### config.mk
export PLATFORM = sky130hd
export DESIGN_NAME = hslp_fifo
export DESIGN_NICKNAME = d
export VERILOG_FILES = /design/src/hdl/hslp_pkg.sv /design/src/hdl/hslp_fifo.sv
export SDC_FILE = /design/constraint.sdc
export NUM_CORES = 1
export LEC_CHECK = 0
export ABC_AREA = 1
export BUFFER_PORTS_ARGS = -buffer_cell sky130_fd_sc_hd__buf_2
export CAP_MARGIN = 20
export CORE_MARGIN = 8
export CORE_UTILIZATION = 45
export CTS_CLUSTER_SIZE = 8
export DETAILED_ROUTE_END_ITERATION = 16
export SETUP_SLACK_MARGIN = 0.1
export SLEW_MARGIN = 20
export SYNTH_ARGS = -nofsm -noshare
export SYNTH_HDL_FRONTEND = slang
export SYNTH_SLANG_ARGS = --single-unit
### constraint.sdc
create_clock -name clk -period 1.9 [get_ports clk]
set_clock_uncertainty 0.2 [all_clocks]
set_input_delay 0.095 -clock clk [delete_from_list [all_inputs] [get_ports clk]]
set_output_delay 0.095 -clock clk [all_outputs]
set_load 0.02 [all_outputs]
### src/hdl/hslp_pkg.sv
// Package for the linear-probing hash set: shared constants, result type
// and the mixer constants. No dependencies.
`timescale 1ns / 1ps
package hslp_pkg;

	localparam int unsigned DEF_CAPACITY = 1024;
	localparam int unsigned KEY_W        = 64;
	localparam int unsigned SEED_W       = 10;
	localparam int unsigned OP_W         = 2;
	localparam int unsigned COUNT_W      = 10;

	localparam logic [63:0] MIX_C1 = 64'hbf58476d1ce4e5b9;
	localparam logic [63:0] MIX_C2 = 64'h94d049bb133111eb;

	localparam logic [OP_W-1:0] OP_LOOKUP = 2'd0;
	localparam logic [OP_W-1:0] OP_INSERT = 2'd1;
	localparam logic [OP_W-1:0] OP_CLEAR  = 2'd2;

	typedef struct packed {
		logic [COUNT_W-1:0] entry_count;
		logic               refused_full;
		logic               inserted;
		logic               found;
	} res_t;

endpackage

### src/hdl/hslp_fifo.sv
// Small first-in first-out queue between the hash front end and the probe
// engine. Depends on hslp_pkg only through the import convention.
`timescale 1ns / 1ps
module hslp_fifo import hslp_pkg::*; #(
	parameter int unsigned W     = 8,
	parameter int unsigned DEPTH = 4
) (
	input  logic         clk,
	input  logic         arst_n,
	input  logic         push,
	input  logic [W-1:0] wdata,
	output logic         full,
	input  logic         pop,
	output logic [W-1:0] rdata,
	output logic         empty
);

	localparam int unsigned AW = $clog2(DEPTH);

	logic [W-1:0] buf_q [DEPTH];
	logic [AW-1:0] wp_q, rp_q;
	logic [AW:0]   cnt_q;

	assign full  = cnt_q == (AW+1)'(DEPTH);
	assign empty = cnt_q == '0;
	assign rdata = buf_q[rp_q];

	always_ff @(posedge clk or negedge arst_n) begin
		if (!arst_n) begin
			wp_q  <= '0;
			rp_q  <= '0;
			cnt_q <= '0;
		end else begin
			if (push) begin
				wp_q <= (wp_q == AW'(DEPTH-1)) ? '0 : wp_q + 1'b1;
			end
			if (pop) begin
				rp_q <= (rp_q == AW'(DEPTH-1)) ? '0 : rp_q + 1'b1;
			end
			cnt_q <= cnt_q + (AW+1)'(push) - (AW+1)'(pop);
		end
	end

	always_ff @(posedge clk) begin
		if (push) begin
			buf_q[wp_q] <= wdata;
		end
	end

endmodule

==> results.cfg <==
[power_and_ir_drop]
pwr-share-comb = 0.350
sw_frac_of_total = 0.355
seq_power_share = 0.395
vdd_drop_max_mv = 0.931
p_sw_mw = 1.12
intPower_mw = 2.04
total_power_mw = 3.17
clkPwrFrac = 0.255
p_leak_nw = 1.08
power.density_mw_per_mm2 = 1440

[place]
place_area_mm2 = 0.00192
gp_congestion = 0.665
dp_hpwl_um = 2270
dp.cells = 244
io_buffers = 21
dp_slack_ns = 0.0361

[routing]
avgViaCountPerCell = 4.60
firstDrtPassIters = 4
drc = 0
drt-initial-drc-count = 70
route.vias.total = 1218
ant_nets = 0
wl_per_cell_um = 12.5
routed_wirelength_um = 3300

[die]
fp.dieArea_mm2 = 0.00621
die_y_um = 78.8
initial_core_util = 0.457
die_w_um = 78.8
fp.coreArea_mm2 = 0.00388
rows = 23
ios = 22

[setup_path]
worstPathRequired_ns = 1.88
reg2reg_slack_ns = 0.12
cp-end-kind = flop
r2r-start = cnt_q[0]
crit_arrival_ns = 1.76
worstSetupStartpointType = flop
r2r_end = cnt_q[2]
critPathCapture = cnt_q[2]
worstSetupPathType = flop to flop
startpoint = cnt_q[0]
crit_fanout = 2
r2r_cells = 9

[final_layout]
final_area_mm2 = 0.00219
fin_util = 0.565
drive_above_1_share = 0.181
n_fill_cell = 325
syn_to_final_growth_pct = 23.6
stdcell_count = 265
nets = 234
n_antenna_cell = 0

[min_path]
min_delay_path_depth = 4
hold_path_class = input port to flop

[grt]
grt_max_degree = 18
grt_overflow = 0
grt_pass1_wl_um = 5460
grt_pass1_vias = 1245
antenna_found_initial = 0
grt_use_total = 0.116

[timing]
fmax_mhz = 560
layout_setup_ws_ns = 0.115
setup_violations = 0
rsz0062_at_grt = true
hold_violations = 0
worst_pin_slew_ns = 0.373
setup_tns_ns = 0
holdWs_ns = 0.149
period_minus_slack_ns = 1.78
period_share = 0.939
slew_violations = 0
slew_headroom = 0.751

[clocking]
cts_buffers = 5
clock-sinks = 39
cts_root_buf = clkbuf_8
cts_tree = done
htreeDepth = 2
cts.clk_slew.worst_paths_ns = 0.07
clk_path_buf_depth = 2
clk_latency_ns = 0.29

[synth]
syn_area_mm2 = 0.00178
synth_seq_cells = 39
yosysTopAreaCell = edfxtp_1
syn-num-nets = 195
yosysWarnings = 0
ys_seq_area_frac = 0.640
netlist_top_cells_area = edfxtp_1, nand2_1, dfrtp_1
yosysTopAreaCellShare = 0.541
postSynthAreaPerCell_um2 = 10.1
synthCells = 175
synth.distinct_cells = 16
async_flop_share = 0.179
synth_ff_type = edfxtp_1
synth_edf_count = 32

[outcome]
status = complete, no violations

[run]
max-cap-violations = 0
==> timing repair <==
action | CTS | global route
setup buffers | 1 | 0
hold buffers | 12 | 0
endpoints found under the setup margin | 9 | 1
pin swaps | 0 | 4
resized for setup | 1 | 5
endpoints found under the hold margin | 44 | 0
==> cell usage after synthesis, types with 2 or more instances <==
master	number
nand2_1	53
inv_1	44
edfxtp_1	32
nand3_1	17
dfrtp_1	7
ha_1	7
o21ai_0	3
buf_6	2
nor2_1	2
nor3_1	2
==> critical path: stages, from the launching register on <==
cell	delay [ns]
dfrtp_1	0.34
inv_1	0.04
ha_1	0.26
inv_1	0.04
ha_2	0.17
fa_2	0.37
inv_2	0.07
nand2_2	0.05
nand3_1	0.07
nand2_1	0.06
==> kinds of logic (layout without fill, tap and decap cells) <==
group | Yosys count | after routing | synth area share
buf+inv | 50 | 90 | 0.118
fa+ha+maj | 8 | 8 | 0.0606
flops | 39 | 39 | 0.640
simple gates | 74 | 74 | 0.170
compound gates | 4 | 4 | 0.0113
==> registers in the layout, indices dropped and copies added (netlist names) <==
name and flops:
wp_q 2, rp_q 2, buf_q 32, cnt_q 3
==> worst min path at each step <==
| stage | from | endpoint | slack (ns) |
|---|---|---|---|
| 6_report | pop | cnt_q[0] | 0.15 |
| 5_1_grt | pop | cnt_q[0] | 0.17 |
| 4_1_cts | pop | cnt_q[0] | 0.11 |
| 3_5_place_dp | arst_n | cnt_q[2] | -0.26 |
| 3_3_place_gp | arst_n | rp_q[1] | -0.26 |
| 2_1_floorplan | arst_n | cnt_q[0] | -0.40 |
==> area by class of cell <==
class	instances	area, um^2	area share
multi-input cells	86	439	0.200
well taps	50	62.6	0.0285
clock inverters	2	60.1	0.0274
repair buffers	36	248	0.113
flip-flops and latches	39	1140	0.518
inverters	46	175	0.0798
clock buffers	6	72.6	0.0331
==> cell usage in the layout, fill, tap and decap left out <==
cell type and count:
inv_1 43, ha_2 1, edfxtp_1 32, buf_4 3
dfrtp_1 6, o21ai_1 1, clkbuf_1 1, bufinv_16 2
dfrtp_2 1, fa_2 1, nor3_1 2, clkbuf_8 5
ha_1 6, dlygate4sd3_1 12, inv_4 1, inv_2 2
nor2_1 2, o21ai_0 3, nand2_2 2, buf_2 21
nand2_1 51, nand3_1 17
==> power groups by stage <==
stage               Combinational (mW)  Clock, mW  Sequential [mW]
global route                      1.25      0.846             1.27
global placement                  1.01          0             1.26
finish                            1.11      0.809             1.25
detailed placement                1.07          0             1.27
CTS                               1.11      0.821             1.25
floorplan                        0.806          0             1.20
==> layer usage <==
layer,vias up,share of wire,GRT usage
met5,-,0,0
met4,0,0.017,0.0481
met3,6,0.050,0.0429
met2,25,0.53,0.215
met1,567,0.41,0.113
li1,620,-,-
Note: power is estimated with default switching activity, not from simulation.
