## src/hdl/hslp_pkg.sv

```systemverilog
// Package for the linear-probing hash set: shared constants, result type
// and the mixer constants. No dependencies.
`timescale 1ns / 1ps
package hslp_pkg;

	localparam int unsigned DEF_CAPACITY = 1024;
	localparam int unsigned KEY_W        = 64;
	localparam int unsigned SEED_W       = 10;
	localparam int unsigned OP_W         = 2;
	localparam int unsigned COUNT_W      = 10;

	localparam logic [63:0] MIX_C1 = 64'hbf58476d1ce4e5b9;
	localparam logic [63:0] MIX_C2 = 64'h94d049bb133111eb;

	localparam logic [OP_W-1:0] OP_LOOKUP = 2'd0;
	localparam logic [OP_W-1:0] OP_INSERT = 2'd1;
	localparam logic [OP_W-1:0] OP_CLEAR  = 2'd2;

	typedef struct packed {
		logic [COUNT_W-1:0] entry_count;
		logic               refused_full;
		logic               inserted;
		logic               found;
	} res_t;

endpackage

```

## src/hdl/hslp_front.sv

```systemverilog
// Front end of the hash set: takes items and computes the slot index with a
// pipelined splitmix64 finalizer. Depends on hslp_pkg.
`timescale 1ns / 1ps
module hslp_front import hslp_pkg::*; #(
	parameter int unsigned CAPACITY = DEF_CAPACITY,
	parameter int unsigned IW       = $clog2(CAPACITY)
) (
	input  logic              clk,
	input  logic              arst_n,
	input  logic [SEED_W-1:0] seed,
	input  logic              in_valid,
	output logic              in_ready,
	input  logic [OP_W-1:0]   in_op,
	input  logic [KEY_W-1:0]  in_key,
	output logic              out_valid,
	input  logic              out_ready,
	output logic [OP_W-1:0]   out_op,
	output logic [KEY_W-1:0]  out_key,
	output logic [IW-1:0]     out_idx
);

	logic [4:0]       v_q;
	logic             en;
	logic [OP_W-1:0]  op_s1, op_s2, op_s3, op_s4, op_s5;
	logic [KEY_W-1:0] key_s1, key_s2, key_s3, key_s4, key_s5;
	logic [63:0]      a_s1, c_s3;
	logic [63:0]      pll_s2, pll_s4;
	logic [31:0]      plh_s2, phl_s2, plh_s4, phl_s4;
	logic [IW-1:0]    idx_s5;
	logic [63:0]      h0, a_c, b_c, c_c, d_c, e_c;

	// The whole pipeline moves together; it holds when the last stage is full
	// and the queue cannot take it.
	assign en       = !v_q[4] || out_ready;
	assign in_ready = en;

	always_comb begin
		h0  = in_key ^ {{(64-SEED_W){1'b0}}, seed};
		a_c = h0 ^ (h0 >> 30);
		b_c = pll_s2 + {plh_s2 + phl_s2, 32'd0};
		c_c = b_c ^ (b_c >> 27);
		d_c = pll_s4 + {plh_s4 + phl_s4, 32'd0};
		e_c = d_c ^ (d_c >> 31);
	end

	always_ff @(posedge clk or negedge arst_n) begin
		if (!arst_n) begin
			v_q <= '0;
		end else if (en) begin
			v_q <= {v_q[3:0], in_valid};
		end
	end

	always_ff @(posedge clk) begin
		if (en) begin
			op_s1  <= in_op;
			key_s1 <= in_key;
			a_s1   <= a_c;
			op_s2  <= op_s1;
			key_s2 <= key_s1;
			pll_s2 <= a_s1[31:0] * MIX_C1[31:0];
			plh_s2 <= 32'(a_s1[31:0] * MIX_C1[63:32]);
			phl_s2 <= 32'(a_s1[63:32] * MIX_C1[31:0]);
			op_s3  <= op_s2;
			key_s3 <= key_s2;
			c_s3   <= c_c;
			op_s4  <= op_s3;
			key_s4 <= key_s3;
			pll_s4 <= c_s3[31:0] * MIX_C2[31:0];
			plh_s4 <= 32'(c_s3[31:0] * MIX_C2[63:32]);
			phl_s4 <= 32'(c_s3[63:32] * MIX_C2[31:0]);
			op_s5  <= op_s4;
			key_s5 <= key_s4;
			idx_s5 <= e_c[IW-1:0];
		end
	end

	assign out_valid = v_q[4];
	assign out_op    = op_s5;
	assign out_key   = key_s5;
	assign out_idx   = idx_s5;

endmodule

```

## config.mk

```make
export PLATFORM = sky130hd
export DESIGN_NAME = hslp_front
export DESIGN_NICKNAME = d
export VERILOG_FILES = /design/src/hdl/hslp_pkg.sv /design/src/hdl/hslp_front.sv
export SDC_FILE = /design/constraint.sdc
export NUM_CORES = 2
export LEC_CHECK = 0
export ABC_AREA = 1
export BUFFER_PORTS_ARGS = -buffer_cell sky130_fd_sc_hd__buf_2
export CAP_MARGIN = 10
export CORE_MARGIN = 2
export CORE_UTILIZATION = 59
export CTS_CLUSTER_DIAMETER = 60
export DETAILED_ROUTE_END_ITERATION = 12
export PLACE_DENSITY = 0.79
export SETUP_SLACK_MARGIN = 0.4
export SKIP_CTS_REPAIR_TIMING = 1
export SYNTH_ARGS = -nofsm -noshare
export SYNTH_HDL_FRONTEND = slang
export SYNTH_SLANG_ARGS = --single-unit
```

## constraint.sdc

```tcl
create_clock -name clk -period 15.23 [get_ports clk]
set_input_delay 0.7615 -clock clk [delete_from_list [all_inputs] [get_ports clk]]
set_output_delay 0.7615 -clock clk [all_outputs]
set_load 0.1 [all_outputs]
```

==> flow_metrics.py <==
metrics = {
    "clock_network": {
        "clk_pin_slew_ns": 0.06,
        "numCtsBuffers": 72,
        "root_buffer": "clkbuf_16",
        "insertion_delay_ns": 0.66,
        "cts_tree": "yes",
        "cts_sinks": 577,
        "htree_levels": 3,
        "max-clock-path-buffers": 3,
    },
    "floorplanning": {
        "start_util_pct": 59.4,
        "core.rowCount": 127,
        "core_area_mm2": 0.120,
        "io_pins": 158,
        "dieArea_mm2": 0.123,
        "die_w_um": 351,
        "fp.dieH_um": 351,
    },
    "final_layout": {
        "num-nets-final": 9292,
        "drive_gt1_share_pct": 5.10,
        "syn_to_final_growth_pct": 7.54,
    },
    "timing": {
        "period_minus_slack_ns": 7.62,
        "fin_crit_sh_pct": 50.0,
        "rsz0062_at_grt": "false",
        "hold_viol": 0,
        "tightest_slew_ns": 1.09,
        "fin_skew_ns": 0.0267,
        "final_max_slew_viol_count": 0,
        "maxSlewHeadroom_pct": 27.4,
        "fmax_mhz": 131,
        "finalSetupViolations": 0,
        "tns_ns": 0,
    },
    "synth": {
        "syn_inst": 6794,
        "syn_avg_cell_area_um2": 10.5,
        "synth_top_area_share_pct": 30.6,
        "synthArstFlopShare_pct": 0.867,
        "synth_cell_type_count": 50,
        "synth_seq_cells": 577,
        "synthTopCellsByArea": "fa_1 (31%), edfxtp_1 (24%), ha_1 (19%), inv_1 (11%), nand2_1 (3.3%)",
        "yosysTopAreaCell": "fa_1",
        "netlist_area_mm2": 0.0711,
        "ys.flop_type": "edfxtp_1",
        "syn_nets": 9040,
        "synth_edf_count": 572,
        "yosysSeqAreaShare_pct": 24.3,
        "yosys_warnings": 0,
    },
    "setup_path": {
        "r2r.worst_path.cells": 24,
        "crit_required_ns": 15.61,
        "cp_cell_sequence": "inv_1 -> fa_1 -> inv_1 -> fa_1 -> inv_1 -> fa_1 -> fa_1 -> fa_1 -> fa_1 -> inv_1 -> fa_1 -> inv_1 -> fa_1 -> inv_1 -> ha_1 -> nand2_1 -> nor2_1 -> inv_1 -> nor2_1 -> inv_1 -> nor2_1 -> nand4_1 -> nand3_1 -> xor2_1",
        "endpoint_kind": "flop",
        "crit_end": "pll_s2[44]",
        "startpoint": "a_s1[5]",
        "crit_type": "reg2reg",
        "slowest_delay_ns": 0.84,
        "crit_slowest_cell": "edfxtp_1",
        "start_kind": "flop",
        "critPathArrivalTime_ns": 8.00,
        "ff2ff_setup_slack_ns": 7.61,
        "r2r_end": "pll_s2[44]",
        "regToRegStartpoint": "a_s1[5]",
        "critical_path.max_fanout": 12,
    },
    "global_routing": {
        "grt_usage_pct": 32.9,
        "grt_pass1_vias": 50500,
        "antenna_found_initial": 10,
        "grt_max_degree": 174,
        "grt_pass1_wl_um": 299000,
        "grt-ovfl-total": 0,
    },
    "detailed_routing": {
        "drt_pass1_iterations": 7,
        "drt_iter0_drc": 3778,
        "ant_nets": 0,
        "routed_wl_um": 196000,
        "vias": 47100,
        "wl_per_cell_um": 22.5,
        "vias_per_cell": 5.41,
        "drc": 0,
    },
    "worst_hold_path": {
        "hp-class": "in2reg",
    },
    "job": {
        "cap_violations": 0,
    },
    "place": {
        "portBuffers": 157,
        "gp_congestion": 1.00,
        "dpl.hpwl_um": 169000,
    },
    "status": {
        "status": "finished, final reports clean",
    },
}
-- worst min-delay path by stage --
stage | start | endpoint | slack [ns] | depth (start not counted)
floorplan | key_s1[0] | key_s2[0] | 0.40 | 0
global placement | key_s4[47] | out_key[47] | 0.40 | 0
detailed placement | key_s3[11] | key_s4[11] | 0.40 | 0
CTS | arst_n | v_q[2] | -0.12 | 1
global route | in_op[1] | op_s1[1] | 0.27 | 1
finish | in_op[1] | op_s1[1] | 0.29 | 1
-- synth_stat cells (all sizes together) (22+ instances only) --
library cell / n
inv: 2049
fa: 1087
ha: 1079
nand2: 640
edfxtp: 572
nor2: 266
a21oi: 240
xor2: 225
xnor2: 136
nand3: 134
o21ai: 127
a21o: 41
nand4: 36
o21bai: 31
nor3: 26
a31oi: 22
-- area by class of cell --
cell class,instances,area (um2)
Multi-Input combinational cell,4166,46100
Fill cell,9547,43300
Sequential cell,577,17300
Inverter,2049,7690
Tap cell,1612,2020
Clock buffer,81,1840
Timing Repair Buffer,180,973
Clock inverter,50,526
Antenna cell,2,5.00
-- metal layers --
layer,track usage (%),share of wire [%]
met5,0,0.035
met4,14.6,5.1
met3,5.59,6.9
met2,54.4,48
met1,42.8,40
-- cells by family after synthesis --
logic type      synth area share [%]
compound gates                  4.06
xor+xnor                        4.45
flops                           24.3
simple gates                    6.73
mux                           0.0158
buf+inv                         10.8
fa+ha+maj                       49.6
-- registers in the layout (all words and copies together) (netlist names) --
| register | cells |
|---|---|
| out_key | 64 |
| plh_s2 | 32 |
| op_s2 | 2 |
| op_s4 | 2 |
| c_s3 | 41 |
| key_s2 | 64 |
| phl_s4 | 9 |
| key_s1 | 64 |
| out_op | 2 |
| op_s1 | 2 |
| key_s3 | 64 |
| pll_s4 | 17 |
| pll_s2 | 59 |
| phl_s2 | 31 |
| key_s4 | 64 |
| plh_s4 | 9 |
| op_s3 | 2 |
| a_s1 | 34 |
| out_idx | 10 |
| v_q | 5 |
-- cells in the final DEF, fill, tap and decap left out, types with 14 or more instances in the layout --
master | netlist | final
a21o_1 | 41 | 41
a21oi_1 | 237 | 237
a31oi_1 | 22 | 22
buf_2 | 2 | 157
buf_4 | 0 | 21
clkbuf_16 | 0 | 72
clkinv_1 | 0 | 15
edfxtp_1 | 572 | 572
fa_1 | 1087 | 1087
ha_1 | 1079 | 1079
inv_1 | 2029 | 2029
inv_2 | 20 | 20
nand2_1 | 630 | 629
nand3_1 | 127 | 127
nand4_1 | 36 | 36
nor2_1 | 250 | 250
nor2_2 | 14 | 14
nor3_1 | 24 | 24
o21ai_0 | 111 | 111
o21bai_1 | 31 | 31
xnor2_1 | 136 | 136
xor2_1 | 225 | 225
-- critical path: cells and delay by family, from the launching register on --
kind | cells | cell delay, ns
simple gates | 6 | 1.27
fa+ha+maj | 9 | 4.39
flops | 1 | 0.84
xor+xnor | 1 | 0.08
buf+inv | 8 | 0.78
-- per-stage QoR --
step                      instance area (um2)  worst slack, ns  instances  hold WS (ns)  util, %
final                                   76500             7.61       8717         0.287     63.8
after global placement                  74100             7.78       8583         0.400     61.8
after global routing                    76500             7.39       8715         0.266     63.8
after floorplan                         71100             6.02       6794         0.400        -
after detailed placement                74100             7.82       8583         0.405     61.8
after CTS                               76500             7.72       8714        -0.120     63.8
Power is left out: the tool's default activity adds up to more than one toggle a clock period on the data nets, which glitch-free logic cannot reach.
